--- config.mk ---
export PLATFORM = sky130hd
export DESIGN_NAME = qets_seq_flat
export DESIGN_NICKNAME = d
export VERILOG_FILES = /design/src/design/qets_pkg.sv /design/src/design/qets_cmd_if.sv /design/src/design/qets_rsp_if.sv /design/src/design/qets_arc_unit.sv /design/src/design/qets_seq.sv /design/src/flat_wrapper.sv
export SDC_FILE = /design/constraint.sdc
export NUM_CORES = 1
export LEC_CHECK = 0
export BUFFER_PORTS_ARGS = -buffer_cell sky130_fd_sc_hd__buf_4
export CORE_ASPECT_RATIO = 1.5
export CORE_MARGIN = 2
export CORE_UTILIZATION = 49
export CTS_BUF_LIST = sky130_fd_sc_hd__clkbuf_4 sky130_fd_sc_hd__clkbuf_8 sky130_fd_sc_hd__clkbuf_16
export CTS_CLUSTER_DIAMETER = 150
export DETAILED_ROUTE_END_ITERATION = 10
export PLACE_DENSITY = 0.69
export SYNTH_ARGS = -nofsm -noshare
export SYNTH_HDL_FRONTEND = slang
export SYNTH_HIERARCHICAL = 1
export SYNTH_SLANG_ARGS = --single-unit
--- constraint.sdc ---
create_clock -name clk -period 3.8 [get_ports clk]
set_clock_uncertainty 0.2 [all_clocks]
set_input_delay 0.38 -clock clk [delete_from_list [all_inputs] [get_ports clk]]
set_output_delay 0.38 -clock clk [all_outputs]
set_load 0.05 [all_outputs]
--- src/design/qets_pkg.sv ---
// ----------------------------------------------------------------------------
// qets_pkg: shared types and constants of the quad-edge topology store
// Arc encoding, operation codes, sequencer states and the memory request
// that travels from the sequencer to the link memory.
// ----------------------------------------------------------------------------
package qets_pkg;

    // Number of edge records. The record index is reduced by keeping its low
    // bits, so this count is a power of two.
    localparam int EDGE_COUNT = 1024;
    // Largest walk length; longer walks saturate to this many steps.
    localparam int STEP_LIMIT = 1023;

    localparam int MODE_W    = 2;
    localparam int IN_EDGE_W = 10;
    localparam int CODE_W    = 2;
    localparam int ROT_W     = 2;
    localparam int STEP_W    = 11;

    localparam int EDGE_W    = $clog2(EDGE_COUNT);
    localparam int ARC_W     = EDGE_W + CODE_W;
    localparam int SLOT_COUNT = 4 * EDGE_COUNT;

    // A step field of STEP_W bits has a magnitude of at most 2^(STEP_W-1).
    localparam int STEP_MAG_MAX = 1 << (STEP_W - 1);
    localparam int STEP_CAP  = (STEP_LIMIT < STEP_MAG_MAX) ? STEP_LIMIT : STEP_MAG_MAX;
    localparam int CNT_W     = $clog2(STEP_CAP + 1);
    localparam int MAG_W     = STEP_W + 1;

    typedef logic [ARC_W-1:0]  arc_t;
    typedef logic [CODE_W-1:0] code_t;

    // Tumble codes: the arc is the base arc rotated this many times.
    localparam code_t TURN_0 = 2'd0;
    localparam code_t TURN_1 = 2'd1;
    localparam code_t TURN_2 = 2'd2;
    localparam code_t TURN_3 = 2'd3;

    typedef enum logic [MODE_W-1:0] {
        MODE_MAKE    = 2'd0,
        MODE_SPLICE  = 2'd1,
        MODE_DESTROY = 2'd2,
        MODE_WALK    = 2'd3
    } qets_mode_t;

    typedef enum logic [4:0] {
        S_IDLE,
        S_MK0,
        S_MK1,
        S_MK2,
        S_MK3,
        S_SP_RA,
        S_SP_RB,
        S_SP_RU,
        S_SP_RV,
        S_SP_WA,
        S_SP_WB,
        S_SP_WU,
        S_SP_WV,
        S_DS_RD,
        S_DS_CHK,
        S_DS_OP,
        S_DS_NEXT,
        S_WK_INIT,
        S_WK_RD,
        S_WK_CAP,
        S_WK_END,
        S_FIN
    } qets_state_t;

    typedef struct packed {
        logic we;
        logic re;
        arc_t addr;
        arc_t wdata;
    } qets_mem_req_t;

    // Builds an arc from a host edge index and a tumble code.
    function automatic arc_t arc_of(input logic [IN_EDGE_W-1:0] edge_idx, input code_t code);
        logic [IN_EDGE_W+EDGE_W-1:0] wide;
        wide = {{EDGE_W{1'b0}}, edge_idx};
        return {wide[EDGE_W-1:0], code};
    endfunction

    // Edge index of an arc at the width of the result field.
    function automatic logic [IN_EDGE_W-1:0] edge_of(input arc_t x);
        logic [IN_EDGE_W+EDGE_W-1:0] wide;
        wide = {{IN_EDGE_W{1'b0}}, x[ARC_W-1:CODE_W]};
        return wide[IN_EDGE_W-1:0];
    endfunction

    // Same edge record, different tumble code.
    function automatic arc_t with_code(input arc_t x, input code_t code);
        return {x[ARC_W-1:CODE_W], code};
    endfunction

endpackage

--- src/design/qets_cmd_if.sv ---
// ----------------------------------------------------------------------------
// qets_cmd_if: operation channel of the quad-edge topology store
// Valid/ready channel that carries one operation item.
// ----------------------------------------------------------------------------
interface qets_cmd_if;
    logic                                  valid;
    logic                                  ready;
    logic        [qets_pkg::MODE_W-1:0]    mode;
    logic        [qets_pkg::IN_EDGE_W-1:0] arc_a_edge;
    logic        [qets_pkg::CODE_W-1:0]    arc_a_code;
    logic        [qets_pkg::IN_EDGE_W-1:0] arc_b_edge;
    logic        [qets_pkg::CODE_W-1:0]    arc_b_code;
    logic        [qets_pkg::ROT_W-1:0]     rot_count;
    logic signed [qets_pkg::STEP_W-1:0]    step_count;

    modport source (
        output valid, mode, arc_a_edge, arc_a_code, arc_b_edge, arc_b_code,
               rot_count, step_count,
        input  ready
    );

    modport sink (
        input  valid, mode, arc_a_edge, arc_a_code, arc_b_edge, arc_b_code,
               rot_count, step_count,
        output ready
    );
endinterface

--- src/design/qets_rsp_if.sv ---
// ----------------------------------------------------------------------------
// qets_rsp_if: result channel of the quad-edge topology store
// Valid/ready channel that carries one resulting arc item.
// ----------------------------------------------------------------------------
interface qets_rsp_if;
    logic                             valid;
    logic                             ready;
    logic [qets_pkg::IN_EDGE_W-1:0]   result_edge;
    logic [qets_pkg::CODE_W-1:0]      result_code;

    modport source (
        output valid, result_edge, result_code,
        input  ready
    );

    modport sink (
        input  valid, result_edge, result_code,
        output ready
    );
endinterface

--- src/design/qets_arc_unit.sv ---
// ----------------------------------------------------------------------------
// qets_arc_unit: shared arc arithmetic
// Turns an arc by a rotation count and compares two arcs.
// ----------------------------------------------------------------------------
module qets_arc_unit (
    input  qets_pkg::arc_t  turn_arc,
    input  qets_pkg::code_t turn_k,
    output qets_pkg::arc_t  turned,
    input  qets_pkg::arc_t  cmp_x,
    input  qets_pkg::arc_t  cmp_y,
    output logic            same
);

    qets_pkg::code_t code_sum;

    // The code wraps modulo four; the edge part is untouched.
    assign code_sum = turn_arc[qets_pkg::CODE_W-1:0] + turn_k;
    assign turned   = qets_pkg::with_code(turn_arc, code_sum);
    assign same     = (cmp_x == cmp_y);

endmodule

--- src/design/qets_seq.sv ---
// ----------------------------------------------------------------------------
// qets_seq: operation sequencer of the quad-edge topology store
// Steps through the link reads and writes of one operation, drives the
// link memory and holds the result item in an output register.
// ----------------------------------------------------------------------------
module qets_seq (
    input  logic                    clk,
    input  logic                    rst_n,
    qets_cmd_if.sink                cmd,
    qets_rsp_if.source              rsp,
    output qets_pkg::qets_mem_req_t mem_req,
    input  qets_pkg::arc_t          rdata
);

    qets_pkg::qets_state_t state_reg, state_next;
    qets_pkg::qets_mode_t  mode_reg, mode_next;
    logic                  phase_reg, phase_next;
    logic                  neg_reg, neg_next;
    logic [qets_pkg::CNT_W-1:0] cnt_reg, cnt_next;
    qets_pkg::code_t       rot_reg, rot_next;
    qets_pkg::arc_t        a_reg, a_next;
    qets_pkg::arc_t        b_reg, b_next;
    qets_pkg::arc_t        u_reg, u_next;
    qets_pkg::arc_t        v_reg, v_next;
    qets_pkg::arc_t        ta_reg, ta_next;
    qets_pkg::arc_t        tb_reg, tb_next;
    qets_pkg::arc_t        tu_reg, tu_next;
    qets_pkg::arc_t        tv_reg, tv_next;
    qets_pkg::arc_t        res_reg, res_next;
    logic                  out_valid_reg, out_valid_next;
    qets_pkg::arc_t        out_arc_reg, out_arc_next;

    qets_pkg::arc_t        turn_arc;
    qets_pkg::code_t       turn_k;
    qets_pkg::arc_t        turned;
    logic                  same;
    logic                  accept;
    logic                  out_free;
    qets_pkg::arc_t        in_a;
    qets_pkg::arc_t        in_b;
    logic signed [qets_pkg::MAG_W-1:0] step_ext;
    logic [qets_pkg::MAG_W-1:0]        step_mag;

    qets_arc_unit u_arc (
        .turn_arc (turn_arc),
        .turn_k   (turn_k),
        .turned   (turned),
        .cmp_x    (rdata),
        .cmp_y    (a_reg),
        .same     (same)
    );

    assign cmd.ready   = (state_reg == qets_pkg::S_IDLE);
    assign accept      = cmd.valid && cmd.ready;
    assign out_free    = !out_valid_reg || rsp.ready;
    assign rsp.valid   = out_valid_reg;
    assign rsp.result_edge = qets_pkg::edge_of(out_arc_reg);
    assign rsp.result_code = out_arc_reg[qets_pkg::CODE_W-1:0];

    assign in_a     = qets_pkg::arc_of(cmd.arc_a_edge, cmd.arc_a_code);
    assign in_b     = qets_pkg::arc_of(cmd.arc_b_edge, cmd.arc_b_code);
    assign step_ext = qets_pkg::MAG_W'(cmd.step_count);
    assign step_mag = step_ext[qets_pkg::MAG_W-1] ? qets_pkg::MAG_W'(-step_ext)
                                                  : qets_pkg::MAG_W'(step_ext);

    // Operand selection for the shared arc unit.
    always_comb
    begin
        turn_arc = a_reg;
        turn_k   = qets_pkg::TURN_0;
        unique case (state_reg)
            qets_pkg::S_DS_CHK:
            begin
                turn_k = qets_pkg::TURN_1;
            end
            qets_pkg::S_DS_OP:
            begin
                turn_arc = rdata;
                turn_k   = qets_pkg::TURN_1;
            end
            qets_pkg::S_DS_NEXT:
            begin
                turn_k = qets_pkg::TURN_2;
            end
            qets_pkg::S_SP_RU:
            begin
                turn_arc = ta_reg;
                turn_k   = qets_pkg::TURN_1;
            end
            qets_pkg::S_SP_RV:
            begin
                turn_arc = tb_reg;
                turn_k   = qets_pkg::TURN_1;
            end
            qets_pkg::S_WK_INIT:
            begin
                turn_k = rot_reg;
            end
            qets_pkg::S_WK_RD:
            begin
                turn_k = neg_reg ? qets_pkg::TURN_1 : qets_pkg::TURN_0;
            end
            qets_pkg::S_WK_CAP:
            begin
                turn_arc = rdata;
                turn_k   = neg_reg ? qets_pkg::TURN_1 : qets_pkg::TURN_0;
            end
            qets_pkg::S_WK_END:
            begin
                turn_k = qets_pkg::TURN_0 - rot_reg;
            end
            default:
            begin
                turn_k = qets_pkg::TURN_0;
            end
        endcase
    end

    // Next state.
    always_comb
    begin
        state_next = state_reg;
        unique case (state_reg)
            qets_pkg::S_IDLE:
            begin
                if (accept)
                begin
                    unique case (qets_pkg::qets_mode_t'(cmd.mode))
                        qets_pkg::MODE_MAKE:    state_next = qets_pkg::S_MK0;
                        qets_pkg::MODE_SPLICE:  state_next = qets_pkg::S_SP_RA;
                        qets_pkg::MODE_DESTROY: state_next = qets_pkg::S_DS_RD;
                        qets_pkg::MODE_WALK:    state_next = qets_pkg::S_WK_INIT;
                        default:                state_next = qets_pkg::S_IDLE;
                    endcase
                end
            end
            qets_pkg::S_MK0:   state_next = qets_pkg::S_MK1;
            qets_pkg::S_MK1:   state_next = qets_pkg::S_MK2;
            qets_pkg::S_MK2:   state_next = qets_pkg::S_MK3;
            qets_pkg::S_MK3:   state_next = qets_pkg::S_FIN;
            qets_pkg::S_SP_RA: state_next = qets_pkg::S_SP_RB;
            qets_pkg::S_SP_RB: state_next = qets_pkg::S_SP_RU;
            qets_pkg::S_SP_RU: state_next = qets_pkg::S_SP_RV;
            qets_pkg::S_SP_RV: state_next = qets_pkg::S_SP_WA;
            qets_pkg::S_SP_WA: state_next = qets_pkg::S_SP_WB;
            qets_pkg::S_SP_WB: state_next = qets_pkg::S_SP_WU;
            qets_pkg::S_SP_WU: state_next = qets_pkg::S_SP_WV;
            qets_pkg::S_SP_WV:
            begin
                if (mode_reg == qets_pkg::MODE_DESTROY && !phase_reg)
                begin
                    state_next = qets_pkg::S_DS_NEXT;
                end
                else
                begin
                    state_next = qets_pkg::S_FIN;
                end
            end
            qets_pkg::S_DS_RD: state_next = qets_pkg::S_DS_CHK;
            qets_pkg::S_DS_CHK:
            begin
                if (!same)
                begin
                    state_next = qets_pkg::S_DS_OP;
                end
                else if (!phase_reg)
                begin
                    state_next = qets_pkg::S_DS_NEXT;
                end
                else
                begin
                    state_next = qets_pkg::S_FIN;
                end
            end
            qets_pkg::S_DS_OP:   state_next = qets_pkg::S_SP_RA;
            qets_pkg::S_DS_NEXT: state_next = qets_pkg::S_DS_RD;
            qets_pkg::S_WK_INIT:
            begin
                state_next = (cnt_reg == '0) ? qets_pkg::S_WK_END : qets_pkg::S_WK_RD;
            end
            qets_pkg::S_WK_RD:   state_next = qets_pkg::S_WK_CAP;
            qets_pkg::S_WK_CAP:
            begin
                state_next = (cnt_reg == qets_pkg::CNT_W'(1)) ? qets_pkg::S_WK_END
                                                              : qets_pkg::S_WK_RD;
            end
            qets_pkg::S_WK_END:  state_next = qets_pkg::S_FIN;
            qets_pkg::S_FIN:
            begin
                if (out_free)
                begin
                    state_next = qets_pkg::S_IDLE;
                end
            end
            default:             state_next = qets_pkg::S_IDLE;
        endcase
    end

    // Link memory requests.
    always_comb
    begin
        mem_req = '0;
        unique case (state_reg)
            qets_pkg::S_MK0:
            begin
                mem_req.we    = 1'b1;
                mem_req.addr  = qets_pkg::with_code(a_reg, qets_pkg::TURN_0);
                mem_req.wdata = qets_pkg::with_code(a_reg, qets_pkg::TURN_0);
            end
            qets_pkg::S_MK1:
            begin
                mem_req.we    = 1'b1;
                mem_req.addr  = qets_pkg::with_code(a_reg, qets_pkg::TURN_2);
                mem_req.wdata = qets_pkg::with_code(a_reg, qets_pkg::TURN_2);
            end
            qets_pkg::S_MK2:
            begin
                mem_req.we    = 1'b1;
                mem_req.addr  = qets_pkg::with_code(a_reg, qets_pkg::TURN_1);
                mem_req.wdata = qets_pkg::with_code(a_reg, qets_pkg::TURN_3);
            end
            qets_pkg::S_MK3:
            begin
                mem_req.we    = 1'b1;
                mem_req.addr  = qets_pkg::with_code(a_reg, qets_pkg::TURN_3);
                mem_req.wdata = qets_pkg::with_code(a_reg, qets_pkg::TURN_1);
            end
            qets_pkg::S_SP_RA, qets_pkg::S_DS_RD:
            begin
                mem_req.re   = 1'b1;
                mem_req.addr = a_reg;
            end
            qets_pkg::S_SP_RB:
            begin
                mem_req.re   = 1'b1;
                mem_req.addr = b_reg;
            end
            qets_pkg::S_SP_RU, qets_pkg::S_SP_RV, qets_pkg::S_WK_RD:
            begin
                mem_req.re   = 1'b1;
                mem_req.addr = turned;
            end
            qets_pkg::S_DS_CHK:
            begin
                mem_req.re   = !same;
                mem_req.addr = turned;
            end
            qets_pkg::S_SP_WA:
            begin
                mem_req.we    = 1'b1;
                mem_req.addr  = a_reg;
                mem_req.wdata = tb_reg;
            end
            qets_pkg::S_SP_WB:
            begin
                mem_req.we    = 1'b1;
                mem_req.addr  = b_reg;
                mem_req.wdata = ta_reg;
            end
            qets_pkg::S_SP_WU:
            begin
                mem_req.we    = 1'b1;
                mem_req.addr  = u_reg;
                mem_req.wdata = tv_reg;
            end
            qets_pkg::S_SP_WV:
            begin
                mem_req.we    = 1'b1;
                mem_req.addr  = v_reg;
                mem_req.wdata = tu_reg;
            end
            default:
            begin
                mem_req = '0;
            end
        endcase
    end

    // Datapath registers.
    always_comb
    begin
        mode_next      = mode_reg;
        phase_next     = phase_reg;
        neg_next       = neg_reg;
        cnt_next       = cnt_reg;
        rot_next       = rot_reg;
        a_next         = a_reg;
        b_next         = b_reg;
        u_next         = u_reg;
        v_next         = v_reg;
        ta_next        = ta_reg;
        tb_next        = tb_reg;
        tu_next        = tu_reg;
        tv_next        = tv_reg;
        res_next       = res_reg;
        out_valid_next = out_valid_reg && !rsp.ready;
        out_arc_next   = out_arc_reg;
        unique case (state_reg)
            qets_pkg::S_IDLE:
            begin
                if (accept)
                begin
                    mode_next  = qets_pkg::qets_mode_t'(cmd.mode);
                    phase_next = 1'b0;
                    a_next     = in_a;
                    b_next     = in_b;
                    rot_next   = cmd.rot_count;
                    neg_next   = cmd.step_count[qets_pkg::STEP_W-1];
                    cnt_next   = (step_mag > qets_pkg::MAG_W'(qets_pkg::STEP_CAP))
                               ? qets_pkg::CNT_W'(qets_pkg::STEP_CAP)
                               : qets_pkg::CNT_W'(step_mag);
                    res_next   = (qets_pkg::qets_mode_t'(cmd.mode) == qets_pkg::MODE_MAKE)
                               ? qets_pkg::with_code(in_a, qets_pkg::TURN_0) : in_a;
                end
            end
            qets_pkg::S_SP_RB: ta_next = rdata;
            qets_pkg::S_SP_RU:
            begin
                tb_next = rdata;
                u_next  = turned;
            end
            qets_pkg::S_SP_RV:
            begin
                tu_next = rdata;
                v_next  = turned;
            end
            qets_pkg::S_SP_WA: tv_next = rdata;
            qets_pkg::S_DS_OP: b_next  = turned;
            qets_pkg::S_DS_NEXT:
            begin
                a_next     = turned;
                phase_next = 1'b1;
            end
            qets_pkg::S_WK_INIT: a_next = turned;
            qets_pkg::S_WK_CAP:
            begin
                a_next   = turned;
                cnt_next = cnt_reg - qets_pkg::CNT_W'(1);
            end
            qets_pkg::S_WK_END: res_next = turned;
            qets_pkg::S_FIN:
            begin
                if (out_free)
                begin
                    out_valid_next = 1'b1;
                    out_arc_next   = res_reg;
                end
            end
            default:
            begin
                res_next = res_reg;
            end
        endcase
    end

    always_ff @(posedge clk or negedge rst_n)
    begin
        if (!rst_n)
        begin
            state_reg     <= qets_pkg::S_IDLE;
            out_valid_reg <= 1'b0;
        end
        else
        begin
            state_reg     <= state_next;
            out_valid_reg <= out_valid_next;
        end
    end

    always_ff @(posedge clk)
    begin
        mode_reg    <= mode_next;
        phase_reg   <= phase_next;
        neg_reg     <= neg_next;
        cnt_reg     <= cnt_next;
        rot_reg     <= rot_next;
        a_reg       <= a_next;
        b_reg       <= b_next;
        u_reg       <= u_next;
        v_reg       <= v_next;
        ta_reg      <= ta_next;
        tb_reg      <= tb_next;
        tu_reg      <= tu_next;
        tv_reg      <= tv_next;
        res_reg     <= res_next;
        out_arc_reg <= out_arc_next;
    end

endmodule

--- src/flat_wrapper.sv ---
// flat-port wrapper written by rule: the top's interface ports become plain ports
module qets_seq_flat 
  (clk, rst_n, mem_req, rdata, cmd_valid, cmd_mode, cmd_arc_a_edge, cmd_arc_a_code, cmd_arc_b_edge, cmd_arc_b_code, cmd_rot_count, cmd_step_count, cmd_ready, rsp_valid, rsp_result_edge, rsp_result_code, rsp_ready);
  qets_cmd_if cmd_i ();
  qets_rsp_if rsp_i ();
  input  logic clk;
  input  logic rst_n;
  output qets_pkg::qets_mem_req_t mem_req;
  input  qets_pkg::arc_t rdata;
  input wire logic [$bits(cmd_i.valid)-1:0] cmd_valid;
  input wire logic [$bits(cmd_i.mode)-1:0] cmd_mode;
  input wire logic [$bits(cmd_i.arc_a_edge)-1:0] cmd_arc_a_edge;
  input wire logic [$bits(cmd_i.arc_a_code)-1:0] cmd_arc_a_code;
  input wire logic [$bits(cmd_i.arc_b_edge)-1:0] cmd_arc_b_edge;
  input wire logic [$bits(cmd_i.arc_b_code)-1:0] cmd_arc_b_code;
  input wire logic [$bits(cmd_i.rot_count)-1:0] cmd_rot_count;
  input wire logic [$bits(cmd_i.step_count)-1:0] cmd_step_count;
  output wire logic [$bits(cmd_i.ready)-1:0] cmd_ready;
  output wire logic [$bits(rsp_i.valid)-1:0] rsp_valid;
  output wire logic [$bits(rsp_i.result_edge)-1:0] rsp_result_edge;
  output wire logic [$bits(rsp_i.result_code)-1:0] rsp_result_code;
  input wire logic [$bits(rsp_i.ready)-1:0] rsp_ready;
  assign cmd_i.valid = cmd_valid;
  assign cmd_i.mode = cmd_mode;
  assign cmd_i.arc_a_edge = cmd_arc_a_edge;
  assign cmd_i.arc_a_code = cmd_arc_a_code;
  assign cmd_i.arc_b_edge = cmd_arc_b_edge;
  assign cmd_i.arc_b_code = cmd_arc_b_code;
  assign cmd_i.rot_count = cmd_rot_count;
  assign cmd_i.step_count = cmd_step_count;
  assign cmd_ready = cmd_i.ready;
  assign rsp_valid = rsp_i.valid;
  assign rsp_result_edge = rsp_i.result_edge;
  assign rsp_result_code = rsp_i.result_code;
  assign rsp_i.ready = rsp_ready;
  qets_seq u_core (.clk(clk), .rst_n(rst_n), .cmd(cmd_i), .rsp(rsp_i), .mem_req(mem_req), .rdata(rdata));
endmodule
# Yosys cells after proc, flatten, opt, wreduce, memory -nomap -nowiden
# Index checks and enable logic that the tools add are counted.
[word_totals] register_bits=142 out_inout_bits=40 wordCells=116
[classes] add_sub_neg=4 order_cmp=1 n_eq_ne=29 muxes=31 reduce_logical=34
[op_table] operator="case mux 12 bit (9 select lines)" n=1
[op_table] operator="case mux 5 bit (21 select lines)" n=1
[op_table] operator="case mux 12 bit (8 select lines)" n=1
[op_table] operator="case mux 12 bit (2 select lines)" n=3
[op_table] operator="2-to-1 mux 12 bit" n=4
[op_table] operator="== test 5 x 4 -> 1 bit (second input constant)" n=8
[op_table] operator="case mux 12 bit (3 select lines)" n=1
[op_table] operator="== test 5 bit (second input constant)" n=6
[op_table] operator="== test 5 x 3 -> 1 bit (second input constant)" n=4
[op_table] operator="2-to-1 mux 10 bit" n=2
[op_table] operator="case mux 10 bit (2 select lines)" n=1
[op_table] operator="case mux 5 bit (4 select lines)" n=1
[op_table] operator="AND reduction 2 bit" n=8
[op_table] operator="2-to-1 mux 5 bit" n=3
[op_table] operator="== test 12 bit" n=1
[op_table] operator="> comparator 12 x 10 -> 1 bit (second input constant)" n=1
[op_table] operator="2-to-1 mux 3 bit" n=4
[op_table] operator="negator 11 -> 12 bit" n=1
[op_table] operator="== test 10 x 1 -> 1 bit (second input constant)" n=1
[op_table] operator="== test 5 x 2 -> 1 bit (second input constant)" n=2
[op_table] operator="zero test 10 bit" n=1
[op_table] operator="case mux 2 bit (5 select lines)" n=1
[op_table] operator="nonzero test 2 bit" n=5
[op_table] operator="subtractor 10 x 1 -> 10 bit (second input constant)" n=1
[op_table] operator="20 further kinds" n=37

# Longest topological paths before layout
[logic_depth] ltp_word=6 mapped_depth=11 mapped_depth_nobuf=9

# By module
# The synthesis kept the hierarchy.
[modules_own_cells] module="qets_seq" instances=1 cells_each=543 area_each_um2=7076.8 seq_area_each_um2=4234.1
[modules_own_cells] module="qets_arc_unit" instances=1 cells_each=29 area_each_um2=239.0 seq_area_each_um2=0.0

# Worst setup path before layout
# Ideal clock, no wire load.
[synth_timing] path_type="reg2reg" startpoint="register u_core.state_reg[4]" endpoint="register u_core.b_reg[0] (enable)" arrival_ps=2839 slack_ps=364 path_stages_with_launch=6 path_buffers=1 path_cell_list="dfrtp_1 buf_2 or3_4 nor3_1 nand2_1 o21ai_0"
[synth_via] elab_chain_cells=4 elab_cells_between_ends=6 cone_classes="2 x eq/ne; 4 x reduce/logical"
[synth_rtl] item="start, declared" line="qets_seq.sv:15" source="qets_pkg::qets_state_t state_reg, state_next;"
[synth_rtl] item="start signal, assigned" line="qets_seq.sv:360" source="state_reg <= qets_pkg::S_IDLE;"
[synth_rtl] item="start signal, assigned" line="qets_seq.sv:365" source="state_reg <= state_next;"
[synth_rtl] item="zero test 5 bit (*)" line="qets_seq.sv:53" source="assign cmd.ready = (state_reg == qets_pkg::S_IDLE);"
[synth_rtl] item="net cmd_ready" line="flat_wrapper.sv:18" source="output wire logic [$bits(cmd_i.ready)-1:0] cmd_ready;"
[synth_rtl] item="logical AND 1 bit" line="qets_seq.sv:54" source="assign accept = cmd.valid && cmd.ready;"
[synth_rtl] item="inequality test 2 bit (no line)"
[synth_rtl] item="AND reduction 2 bit (no line) (*)"
[synth_rtl] item="end signal, assigned" line="qets_seq.sv:378" source="b_reg <= b_next;"
[synth_rtl] item="end, declared" line="qets_seq.sv:22" source="qets_pkg::arc_t b_reg, b_next;"
# The timed path passes the listed nets; every way through them passes the cells marked *.
# A chain may end at the register's enable or synchronous reset.

==> reports/metrics.cfg <==
[outcome]
run_status = finished clean

[finish]
stdcell_count = 901
diodes = 0
postLayoutCellArea_um2 = 9050
ff_latch_area_um2 = 4240
drive_gt1_share_pct = 32.1
multi_input_area_um2 = 2760
area_delta_synth_final_pct = 23.7
final_nets = 755
fillers = 1173

[clocking]
numClockSinks = 142
clk_pin_slew_ns = 0.06
cts_buffer_depth = 2
cts-root-buf = clkbuf_16
cts_buffers = 17
post_cts_buffers = 0
clkLatencyLatePin_ns = 0.42
cts_tree = yes
htree_levels = 4

[synthesis]
ys_ff_latch = 142
synth_cell_types = 69
yosysSeqAreaShare_pct = 57.9
syn_nets = 635
syn_area_per_cell_um2 = 12.8
syn_inst = 572
synth-edff-count = 136
synth_warnings = 6
synth_async_sr_flop_share_pct = 4.23
synth_ff_type = edfxtp_1
synth_area_um2 = 7320

[route]
antenna_left = 0
wl_per_cell_um = 22.3
route.met3.wl_mm = 1.30
met1_length_mm = 7.11
avgViaCountPerCell = 5.96
met2RoutedLength_mm = 10.8
vias = 5369
drtIter0Drc = 475
highest_layer = met4
totalWireLength_mm = 20.1
drt_pass1_iterations = 5
drc = 0

[sta]
max_slew_margin_pct = 43.9
period_needed_ns = 3.64
tns_ns = 0
finalHoldViolations = 0
tightest_slew_ns = 0.841
fmax_mhz = 274
setup_viol = 0
fin_crit_sh_pct = 95.9
slew_violations = 0
rsz0062_at_grt = no

[global_routing]
grt_usage_pct = 25.9
grt_max_degree = 25
grt_overflow = 0
grt_pass1_vias = 5568
grt_pass1_wl_mm = 31.2
antenna_found_initial = 0

[critical_path]
cp-end-kind = primary output
crit_fanout = 15
crit_arrival_ns = 3.06
cp_slowest_cell = dfrtp_1
worstPathRequired_ns = 3.22
critical_path.max_stage_delay_ns = 0.55
crit_path_start_kind = flip-flop
cp_cell_sequence = buf_4 > or3_4 > nor2_4 > buf_4 > a222oi_1 > mux2i_1 > buf_4 > a221o_1 > buf_4
worst_path_most_repeated_cell = buf_4
path_class = reg2out

[floorplan]
die_w_um = 104
start_util_pct = 50.1
io_pins = 95
core_area_um2 = 14600
die_y_um = 154
dieArea_um2 = 15900
rows = 54

[power]
ir_drop_v = 0.000499
power_density_nw_per_um2 = 817
p_leak_nw = 3.39
totalPowerFinal_mw = 7.39

[placed_design]
place_hpwl_mm = 14.0
place_inst = 852
portBuffers = 94
place_area_um2 = 8260
gp_congestion = 0.929

[flow_run]
drv_cap = 0

[hold_path]
min_path_type = in2reg

==> layout by cell type (no fill, tap or decap), types with 7 or more instances in the layout <==
master           n
a21oi_1         14
a221o_1         11
a222oi_1        14
a22oi_1         33
a22oi_2          7
buf_4          122
clkbuf_16       17
dlygate4sd3_1   17
edfxtp_1       136
ha_1             8
inv_1           24
mux2_2          34
mux2i_1         13
nand2_1         57
nand2b_1         9
nand3_1         15
nor2_1          24
o21ai_0         14
xnor2_1         20
xor2_1          11
==> cells in the mapped netlist, types with 8 or more instances <==
library cell  instances  area share (%)
buf_2                19             1.3
buf_4                16             1.6
a22oi_1              33             3.4
nand2_1              57             2.9
a222oi_1             14             1.9
nor2_1               24             1.2
ha_1                  8             1.4
xnor2_1              20             2.4
inv_1                24             1.2
nand2b_1              9            0.77
mux2_2               34             5.2
a21oi_1              14            0.96
o21ai_0              15             1.0
a221o_1              11             1.5
xor2_1               11             1.3
nand3_1              15             1.0
mux2i_1              14             1.9
edfxtp_1            136              56
==> worst max-delay path: cells and delay by family, from the launching register on <==
kind | cells | cell delay (ns)
compound gates | 2 | 0.82
buf+inv | 4 | 0.86
flops | 1 | 0.55
mux | 1 | 0.16
simple gates | 2 | 0.25
==> final timing paths <==
kind,slack (ns),startpoint,end,cells after the start
max,0.16,u_core/state_reg[0],mem_req[19],9
max in group asynchronous,3.15,rst_n,u_core/state_reg[1],2
min reg2reg,0.22,u_core/res_reg[8],u_core/out_arc_reg[8],0
max reg2reg,0.79,u_core/state_reg[0],u_core/b_reg[0],6
min in group asynchronous,0.11,rst_n,u_core/rsp.valid,2
min,0.04,cmd_step_count[10],u_core/neg_reg,1
==> per-stage QoR <==
stage                     setup slack [ns]  hold slack [ns]  utilization [%]
after global routing                0.0203           0.0299             62.0
after detailed placement             0.435         -0.00385             56.6
final                                0.156           0.0371             62.0
after global placement               0.515         -0.00408             56.6
after CTS                           0.0503           0.0222             61.9
after floorplan                      0.364           -0.116                -
==> kinds of logic (layout without fill, tap and decap cells) <==
logic type               count (synthesis)  after routing  share of synthesized area (%)
flip-flops                             142            142                           57.9
buffers and inverters                   65            198                           4.69
multiplexers                            48             48                           7.15
AO/OA/AOI/OAI                          123            123                           13.4
AND/OR/NAND/NOR                        155            155                           11.8
adder cells (fa/ha/maj)                  8              8                           1.37
XOR/XNOR                                31             31                           3.71
==> report_power, final <==
part	internal, mW	switching, mW	total (mW)
sequential	2.09	0.215	2.30
clock	0.991	0.697	1.69
combinational	1.12	2.28	3.40
total	4.20	3.19	7.39
==> layer usage <==
layer / vias up / global-route usage [%]
met5: - / 0
met4: 0 / 14.1
met3: 52 / 4.37
met2: 269 / 47.2
met1: 2605 / 28.5
li1: 2443 / -
==> area by class of cell <==
| class | count | area share, % |
|---|---|---|
| clock buffers | 17 | 4.70 |
| well taps | 196 | 2.71 |
| multi-input cells | 365 | 30.4 |
| repair buffers | 141 | 12.3 |
| flip-flops and latches | 142 | 46.8 |
| clock inverters | 15 | 1.95 |
| inverters | 25 | 1.04 |
==> what timing repair did <==
item / CTS / global route
pin swaps: 0 / 1
hold endpoints to repair: 58 / 0
endpoints found under the setup margin: 1 / 6
resized for setup: 1 / 4
hold buffers: 17 / 0
cloned: 0 / 0
(Power assumes the default switching activity.)
